<file path="src/rtl/core/ycrop_pkg.sv">
// shared types and constants for the 4:2:2 to rgb24 crop converter
package ycrop_pkg;

    localparam int POS_W      = 14;
    localparam int TERM_W     = 10;
    localparam int CFG_IDX_W  = 3;
    localparam int CFG_DATA_W = 13;

    typedef enum logic [CFG_IDX_W-1:0] {
        CFG_CHROMA_ORDER = 3'd0,
        CFG_LINE_PAIRS   = 3'd1,
        CFG_FRAME_LINES  = 3'd2,
        CFG_CROP_LEFT    = 3'd3,
        CFG_CROP_TOP     = 3'd4,
        CFG_CROP_WIDTH   = 3'd5,
        CFG_CROP_HEIGHT  = 3'd6
    } t_cfg_idx;

    typedef struct packed {
        logic [11:0] line_pairs;
        logic [12:0] frame_lines;
        logic [10:0] crop_left;
        logic [11:0] crop_top;
        logic [11:0] crop_width;
        logic [12:0] crop_height;
    } t_win_cfg;

    typedef struct packed {
        logic in_win;
        logic line_done;
        logic frame_done;
    } t_win_flags;

    typedef struct packed {
        logic signed [TERM_W-1:0] red;
        logic signed [TERM_W-1:0] green;
        logic signed [TERM_W-1:0] blue;
    } t_cterms;

    localparam logic [11:0] RST_LINE_PAIRS  = 12'd320;
    localparam logic [12:0] RST_FRAME_LINES = 13'd480;
    localparam logic [11:0] RST_CROP_WIDTH  = 12'd320;
    localparam logic [12:0] RST_CROP_HEIGHT = 13'd480;

endpackage

</file>
<file path="src/rtl/core/ycrop_chroma.sv">
// shared chroma terms for both pixels of a macropixel
module ycrop_chroma (
    input  logic               i_chroma_order,
    input  logic [7:0]         i_chroma_first,
    input  logic [7:0]         i_chroma_second,
    output ycrop_pkg::t_cterms o_terms
);
    import ycrop_pkg::*;

    logic [7:0]         u;
    logic [7:0]         v;
    logic signed [8:0]  du;
    logic signed [8:0]  dv;
    logic signed [16:0] p_b;
    logic signed [11:0] p_g;
    logic signed [9:0]  p_r;

    always_comb begin
        u   = i_chroma_order ? i_chroma_second : i_chroma_first;
        v   = i_chroma_order ? i_chroma_first : i_chroma_second;
        du  = $signed({1'b0, u}) - 9'sd128;
        dv  = $signed({1'b0, v}) - 9'sd128;
        p_b = $signed({{8{du[8]}}, du}) * 17'sd129;
        p_g = $signed({{3{du[8]}}, du}) * 12'sd3 + $signed({{3{dv[8]}}, dv}) * 12'sd6;
        p_r = $signed({dv[8], dv}) * 10'sd3;
        // floor shifts are plain bit selects in two's complement
        o_terms.blue  = $signed(p_b[15:6]);
        o_terms.green = $signed({p_g[11], p_g[11:3]});
        o_terms.red   = $signed({p_r[9], p_r[9:1]});
    end

endmodule

</file>
<file path="src/rtl/core/ycrop_lane.sv">
// one pixel lane: luma plus chroma terms, clipped to 8 bits
module ycrop_lane (
    input  logic               i_luma,
    input  logic [7:0]         i_y,
    input  ycrop_pkg::t_cterms i_terms,
    output logic [7:0]         o_red,
    output logic [7:0]         o_green,
    output logic [7:0]         o_blue
);
    import ycrop_pkg::*;

    logic signed [TERM_W:0] ys;
    logic signed [TERM_W:0] s_r;
    logic signed [TERM_W:0] s_g;
    logic signed [TERM_W:0] s_b;

    function automatic logic [7:0] clip8(input logic signed [TERM_W:0] s);
        logic [7:0] r;
        if (s < 0) begin
            r = 8'd0;
        end else if (s > 255) begin
            r = 8'hff;
        end else begin
            r = s[7:0];
        end
        return r;
    endfunction

    always_comb begin
        ys  = $signed({3'b000, i_y});
        s_r = ys + $signed({i_terms.red[TERM_W-1], i_terms.red});
        s_g = ys - $signed({i_terms.green[TERM_W-1], i_terms.green});
        s_b = ys + $signed({i_terms.blue[TERM_W-1], i_terms.blue});
        o_red   = clip8(s_r);
        o_green = clip8(s_g);
        o_blue  = i_luma ? clip8(s_b) : clip8(s_b);
    end

endmodule

</file>
<file path="src/rtl/core/ycrop_window.sv">
// column and line counters with the clamped crop window
module ycrop_window #(
    parameter int MAX_LINE_PAIRS  = 2048,
    parameter int MAX_FRAME_LINES = 4096
) (
    input  logic                  i_clk,
    input  logic                  i_rst_n,
    input  ycrop_pkg::t_win_cfg   i_cfg,
    input  logic                  i_cfg_wr,
    input  logic                  i_step,
    output ycrop_pkg::t_win_flags o_flags,
    output logic                  o_busy
);
    import ycrop_pkg::*;

    localparam int COL_W = $clog2(MAX_LINE_PAIRS);
    localparam int ROW_W = $clog2(MAX_FRAME_LINES);
    localparam logic [POS_W-1:0] MAX_LP = POS_W'(MAX_LINE_PAIRS);
    localparam logic [POS_W-1:0] MAX_FL = POS_W'(MAX_FRAME_LINES);
    localparam logic [POS_W-1:0] ONE    = POS_W'(1);

    logic [COL_W-1:0] r_col, n_col;
    logic [ROW_W-1:0] r_row, n_row;
    logic [1:0]       r_busy, n_busy;
    logic [POS_W-1:0] r_lp, n_lp;
    logic [POS_W-1:0] r_fl, n_fl;
    logic [POS_W-1:0] r_col_end, n_col_end;
    logic [POS_W-1:0] r_row_end, n_row_end;
    logic [POS_W-1:0] lp_in, fl_in, col_sum, row_sum;
    logic [POS_W-1:0] col_ext, row_ext, col_nx, row_nx;

    // after any register write the bounds settle through the clamped size registers, then the window end registers
    always_comb begin
        lp_in   = POS_W'(i_cfg.line_pairs);
        fl_in   = POS_W'(i_cfg.frame_lines);
        n_lp    = (lp_in == '0) ? ONE : ((lp_in > MAX_LP) ? MAX_LP : lp_in);
        n_fl    = (fl_in == '0) ? ONE : ((fl_in > MAX_FL) ? MAX_FL : fl_in);
        col_sum = POS_W'(i_cfg.crop_left) + POS_W'(i_cfg.crop_width);
        row_sum = POS_W'(i_cfg.crop_top) + POS_W'(i_cfg.crop_height);
        n_col_end = (col_sum > r_lp) ? r_lp : col_sum;
        n_row_end = (row_sum > r_fl) ? r_fl : row_sum;
        n_busy  = i_cfg_wr ? 2'd2 : ((r_busy != 2'd0) ? r_busy - 2'd1 : 2'd0);
    end

    always_comb begin
        col_ext = POS_W'(r_col);
        row_ext = POS_W'(r_row);
        col_nx  = col_ext + ONE;
        row_nx  = row_ext + ONE;
        o_flags.in_win = (col_ext >= POS_W'(i_cfg.crop_left)) && (col_ext < r_col_end) &&
                         (row_ext >= POS_W'(i_cfg.crop_top)) && (row_ext < r_row_end);
        o_flags.line_done  = (col_nx == r_col_end);
        o_flags.frame_done = (col_nx == r_col_end) && (row_nx == r_row_end);
        n_col = r_col;
        n_row = r_row;
        if (i_step) begin
            if (col_nx >= r_lp) begin
                n_col = '0;
                n_row = (row_nx >= r_fl) ? '0 : row_nx[ROW_W-1:0];
            end else begin
                n_col = col_nx[COL_W-1:0];
                n_row = (row_ext >= r_fl) ? '0 : r_row;
            end
        end
        o_busy = (r_busy != 2'd0);
    end

    always_ff @(posedge i_clk) begin
        if (!i_rst_n) begin
            r_col  <= '0;
            r_row  <= '0;
            r_busy <= 2'd2;
        end else begin
            r_col  <= n_col;
            r_row  <= n_row;
            r_busy <= n_busy;
        end
    end

    always_ff @(posedge i_clk) begin
        r_lp      <= n_lp;
        r_fl      <= n_fl;
        r_col_end <= n_col_end;
        r_row_end <= n_row_end;
    end

endmodule

</file>
<file path="src/rtl/core/yuv422_to_rgb24_crop.sv">
// top level: 4:2:2 macropixel to two rgb24 pixels inside a crop window
// an accepted in-window word passes the stage 1 registers, then the output registers
// throughput: one macropixel per cycle through the two-stage pipeline when not stalled
// after a register write input ready drops while the window bounds settle
// synchronous active-low reset empties the pipeline, zeroes the counters, restores
// register defaults and holds input ready low after release while bounds settle
module yuv422_to_rgb24_crop #(
    parameter int MAX_LINE_PAIRS  = 2048,
    parameter int MAX_FRAME_LINES = 4096
) (
    input  logic                             i_clk,
    input  logic                             i_rst_n,
    input  logic                             i_cfg_valid,
    output logic                             o_cfg_ready,
    input  logic [ycrop_pkg::CFG_IDX_W-1:0]  i_cfg_index,
    input  logic [ycrop_pkg::CFG_DATA_W-1:0] i_cfg_data,
    input  logic                             i_in_valid,
    output logic                             o_in_ready,
    input  logic [7:0]                       i_luma_first,
    input  logic [7:0]                       i_chroma_first,
    input  logic [7:0]                       i_luma_second,
    input  logic [7:0]                       i_chroma_second,
    output logic                             o_out_valid,
    input  logic                             i_out_ready,
    output logic [7:0]                       o_red_first,
    output logic [7:0]                       o_green_first,
    output logic [7:0]                       o_blue_first,
    output logic [7:0]                       o_red_second,
    output logic [7:0]                       o_green_second,
    output logic [7:0]                       o_blue_second,
    output logic                             o_line_done,
    output logic                             o_frame_done
);
    import ycrop_pkg::*;

    logic       r_chroma_order;
    t_win_cfg   r_cfg;
    logic       cfg_wr;
    logic       in_acc;
    logic       win_busy;
    t_win_flags win_flags;
    t_cterms    terms;

    logic       r_s1_valid;
    logic [7:0] r_s1_y0, r_s1_y1;
    t_cterms    r_s1_terms;
    logic       r_s1_ld, r_s1_fd;
    logic       s2_free, s1_free;

    logic [7:0] l0_r, l0_g, l0_b, l1_r, l1_g, l1_b;

    assign o_cfg_ready = 1'b1;
    assign cfg_wr      = i_cfg_valid;
    assign s2_free     = !o_out_valid || i_out_ready;
    assign s1_free     = !r_s1_valid || s2_free;
    assign o_in_ready  = s1_free && !win_busy;
    assign in_acc      = i_in_valid && o_in_ready;

    always_ff @(posedge i_clk) begin
        if (!i_rst_n) begin
            r_chroma_order    <= 1'b0;
            r_cfg.line_pairs  <= RST_LINE_PAIRS;
            r_cfg.frame_lines <= RST_FRAME_LINES;
            r_cfg.crop_left   <= '0;
            r_cfg.crop_top    <= '0;
            r_cfg.crop_width  <= RST_CROP_WIDTH;
            r_cfg.crop_height <= RST_CROP_HEIGHT;
        end else if (cfg_wr) begin
            case (t_cfg_idx'(i_cfg_index))
                CFG_CHROMA_ORDER: r_chroma_order    <= i_cfg_data[0];
                CFG_LINE_PAIRS:   r_cfg.line_pairs  <= i_cfg_data[11:0];
                CFG_FRAME_LINES:  r_cfg.frame_lines <= i_cfg_data[12:0];
                CFG_CROP_LEFT:    r_cfg.crop_left   <= i_cfg_data[10:0];
                CFG_CROP_TOP:     r_cfg.crop_top    <= i_cfg_data[11:0];
                CFG_CROP_WIDTH:   r_cfg.crop_width  <= i_cfg_data[11:0];
                CFG_CROP_HEIGHT:  r_cfg.crop_height <= i_cfg_data[12:0];
                default: ;
            endcase
        end
    end

    ycrop_window #(
        .MAX_LINE_PAIRS (MAX_LINE_PAIRS),
        .MAX_FRAME_LINES(MAX_FRAME_LINES)
    ) u_window (
        .i_clk   (i_clk),
        .i_rst_n (i_rst_n),
        .i_cfg   (r_cfg),
        .i_cfg_wr(cfg_wr),
        .i_step  (in_acc),
        .o_flags (win_flags),
        .o_busy  (win_busy)
    );

    ycrop_chroma u_chroma (
        .i_chroma_order (r_chroma_order),
        .i_chroma_first (i_chroma_first),
        .i_chroma_second(i_chroma_second),
        .o_terms        (terms)
    );

    // stage 1: chroma terms and window flags for words inside the crop
    always_ff @(posedge i_clk) begin
        if (!i_rst_n) begin
            r_s1_valid <= 1'b0;
        end else if (in_acc && win_flags.in_win) begin
            r_s1_valid <= 1'b1;
        end else if (s2_free) begin
            r_s1_valid <= 1'b0;
        end
    end

    always_ff @(posedge i_clk) begin
        if (in_acc && win_flags.in_win) begin
            r_s1_y0    <= i_luma_first;
            r_s1_y1    <= i_luma_second;
            r_s1_terms <= terms;
            r_s1_ld    <= win_flags.line_done;
            r_s1_fd    <= win_flags.frame_done;
        end
    end

    ycrop_lane u_lane0 (
        .i_luma (1'b0),
        .i_y    (r_s1_y0),
        .i_terms(r_s1_terms),
        .o_red  (l0_r),
        .o_green(l0_g),
        .o_blue (l0_b)
    );

    ycrop_lane u_lane1 (
        .i_luma (1'b1),
        .i_y    (r_s1_y1),
        .i_terms(r_s1_terms),
        .o_red  (l1_r),
        .o_green(l1_g),
        .o_blue (l1_b)
    );

    // stage 2: merge both lanes and the flags into the output word
    always_ff @(posedge i_clk) begin
        if (!i_rst_n) begin
            o_out_valid <= 1'b0;
        end else if (s2_free) begin
            o_out_valid <= r_s1_valid;
        end
    end

    always_ff @(posedge i_clk) begin
        if (s2_free && r_s1_valid) begin
            o_red_first    <= l0_r;
            o_green_first  <= l0_g;
            o_blue_first   <= l0_b;
            o_red_second   <= l1_r;
            o_green_second <= l1_g;
            o_blue_second  <= l1_b;
            o_line_done    <= r_s1_ld;
            o_frame_done   <= r_s1_fd;
        end
    end

endmodule

</file>
<file path="config.mk">
export PLATFORM = sky130hd
export DESIGN_NAME = yuv422_to_rgb24_crop
export DESIGN_NICKNAME = d
export VERILOG_FILES = /design/src/rtl/core/ycrop_pkg.sv /design/src/rtl/core/ycrop_chroma.sv /design/src/rtl/core/ycrop_lane.sv /design/src/rtl/core/ycrop_window.sv /design/src/rtl/core/yuv422_to_rgb24_crop.sv
export SDC_FILE = /design/constraint.sdc
export NUM_CORES = 1
export LEC_CHECK = 0
export BUFFER_PORTS_ARGS = -buffer_cell sky130_fd_sc_hd__buf_2
export CORE_UTILIZATION = 55
export CTS_CLUSTER_DIAMETER = 40
export DETAILED_ROUTE_END_ITERATION = 10
export MAX_ROUTING_LAYER = met4
export PLACE_DENSITY = 0.73
export SLEW_MARGIN = 20
export SYNTH_ARGS = -nofsm -noshare
export SYNTH_HDL_FRONTEND = slang
export SYNTH_HIERARCHICAL = 1
export SYNTH_SLANG_ARGS = --single-unit
</file>
<file path="constraint.sdc">
create_clock -name i_clk -period 15.2 [get_ports i_clk]
set_input_delay 2.28 -clock i_clk [delete_from_list [all_inputs] [get_ports i_clk]]
set_output_delay 2.28 -clock i_clk [all_outputs]
set_load 0.05 [all_outputs]
</file>
==> results.yml <==
drt:
  route.detailed.drc: 0
  via_per_inst: 5.807
  drt_iter0_markers: 775
  wl_mm: 42.79
  ant_nets: 0
  vias: 14080
  wl_per_cell_um: 17.65
  dr.pass1.iters: 5
setup_path:
  crit_path_start_kind: "primary input"
  worst_ep_required_time_ns: 15.46
  critPathArrivalTime_ns: 5.99
  crit_fanout: 3
  cp-end-kind: "flop"
  worstSetupPathType: "primary input to flop"
final_layout:
  area_delta_synth_final_pct: 11.82
  antennaDiodeCount: 0
  drive_gt1_share_pct: 12.67
  n_fill_cell: 2699
  post-route-util_pct: 63.03
  nNetsFinal: 2259
pwr:
  power_density_mw_per_mm2: 101.7
  clockPowerShare_pct: 43.9
  netSwitchingPower_uw: 579.6
  power.share.switching_pct: 28.35
  p_comb_share_pct: 19.1
  irDropWorstVdd_uv: 88.66
  pwr-share-seq_pct: 37.0
  p_int_mw: 1.465
  p_leak_nw: 8.898
clock_network:
  cts_tree: "done"
  cts.clk_slew.worst_paths_ns: 0.06
  clock-sinks: 251
  cts_buffers: 39
  cts_resized: 0
  post-cts-setup-buffers: 0
  htreeDepth: 2
  cts-root-buf: "clkbuf_16"
  clkLatencyLatePin_ns: 0.53
  postCtsHoldBufs: 0
  clk_path_buf_depth: 3
run_status:
  outcome: "finished, final reports clean"
sta:
  fmax_mhz: 174.5
  finClkSkew_ns: 0.01900
  setup_viol: 0
  drv_slew: 0
  rsz0062_at_grt: "no"
  worst_pin_slew_ns: 1.031
  layout_min_cycle_time_ns: 5.732
  slew_headroom_pct: 31.19
  hold_viol: 0
  min_period_over_period_pct: 37.71
  fin_tns_setup_ns: 0
synth:
  synth.avg_cell_area_um2: 9.614
  syn-instance-count: 1869
  synth_area_mm2: 0.01797
  ys_warn_count: 6
floorplanning:
  initial_core_util_pct: 56.36
  ioPinCount: 106
  die-area_mm2: 0.03340
  rows: 65
  fp.dieH_um: 182.8
  core_mm2: 0.03188
  fp.dieW_um: 182.8
flow_run:
  maxCapViolCount: 0
global_routing:
  grt_pass1_vias: 13760
  overflow: 0
  grt_usage_pct: 26.31
  grt_pass1_wl_mm: 68.40
  antenna_found_initial: 0
  grt_max_degree: 77
hold_path:
  hold_class: "flop to flop"
place:
  port_buffers: 104
  gp_congestion: 0.9215
  dp_hpwl_mm: 33.12
==> through the flow <==
| step | cell area (um2) | total power [mW] | hold WS, ns | std cells | worst slack, ns |
|---|---|---|---|---|---|
| after floorplan | 17970 | 1.074 | 0.4003 | 1870 | 8.886 |
| after global placement | 18760 | 1.142 | 0.4081 | 2352 | 9.164 |
| after detailed placement | 18760 | 1.156 | 0.4074 | 2352 | 8.991 |
| after CTS | 20090 | 2.062 | 0.4181 | 2424 | 9.516 |
| after global routing | 20090 | 2.132 | 0.4251 | 2424 | 9.179 |
| final | 20090 | 2.044 | 0.4230 | 2424 | 9.468 |
==> registers in the layout, indices dropped and copies added (netlist names), 2 cells and up <==
register,flops
o_blue_second,8
r_s1_y0,8
o_green_second,8
u_window/r_col,11
u_window/r_row,12
o_blue_first,8
o_green_first,8
o_red_first,8
u_window/r_lp,12
u_window/r_fl,13
u_window/r_row_end,14
r_s1_terms,30
r_s1_y1,8
o_red_second,8
r_cfg,73
u_window/r_col_end,13
u_window/r_busy,2
==> worst paths after layout <==
kind / cells past startpoint / slack (ns) / to / start
hold reg to reg: 0 / 0.42 / o_line_done / r_s1_ld
setup reg to reg: 16 / 10.18 / r_s1_terms[18] / r_chroma_order
hold / removal: 0 / 0.42 / o_line_done / r_s1_ld
setup / recovery: 17 / 9.47 / r_s1_terms[18] / i_chroma_first[0]
==> final cells by class <==
type	instances	area [um2]	area share (%)
clock buffer	46	1064	5.293
tap	435	544.3	2.709
sequential	251	6006	29.89
timing repair buffer	108	550.5	2.740
inverter	176	660.6	3.288
multi-input combinational	1382	11000	54.72
clock inverter	26	272.8	1.357
==> per-layer routing <==
| layer | wire length, um | part of all wire [%] | GRT usage [%] | vias up |
|---|---|---|---|---|
| met5 | 0 | 0 | - | - |
| met4 | 1770 | 4.1 | 11.26 | 0 |
| met3 | 1647 | 3.8 | 2.641 | 107 |
| met2 | 20400 | 48 | 44.52 | 365 |
| met1 | 18980 | 44 | 31.97 | 6662 |
| li1 | - | - | - | 6942 |
==> power groups by stage <==
stage | logic (mW) | clock network, mW | registers [mW]
detailed placement | 0.386 | 0 | 0.770
floorplan | 0.307 | 0 | 0.767
global route | 0.432 | 0.942 | 0.758
global placement | 0.373 | 0 | 0.769
CTS | 0.390 | 0.916 | 0.756
finish | 0.391 | 0.898 | 0.756
==> worst max-delay path, stage by stage <==
cell	delay, ns
buf_2	0.10
mux2i_1	0.42
inv_1	0.14
ha_1	0.22
ha_1	0.19
inv_1	0.07
fa_1	0.22
nor2b_1	0.08
o31ai_1	0.39
a21boi_0	0.33
fa_1	0.48
ha_1	0.25
a21oi_1	0.17
nor2_1	0.07
a211oi_1	0.28
o31ai_2	0.14
xnor2_1	0.15
==> placed cells by master (no fill, tap or decap), drive strengths merged, types with 7 or more instances in the layout <==
| master | n |
|---|---|
| nand4 | 16 |
| o21a | 46 |
| a31oi | 10 |
| nor3 | 32 |
| o31ai | 13 |
| o211ai | 12 |
| inv | 184 |
| o221ai | 7 |
| nor2b | 67 |
| or3 | 14 |
| a2111oi | 9 |
| nor2 | 85 |
| o31a | 12 |
| ha | 230 |
| edfxtp | 98 |
| a21boi | 10 |
| a21oi | 85 |
| a21o | 40 |
| nand2b | 15 |
| xnor2 | 69 |
| a22oi | 16 |
| clkbuf | 46 |
| buf | 108 |
| dfxtp | 153 |
| xor2 | 32 |
| a211oi | 35 |
| nand3 | 36 |
| and3 | 12 |
| nand2 | 138 |
| nor4 | 11 |
| o21bai | 12 |
| mux2i | 79 |
| fa | 18 |
| mux2 | 38 |
| clkinv | 9 |
| o21ai | 89 |
(Power assumes the default switching activity.)
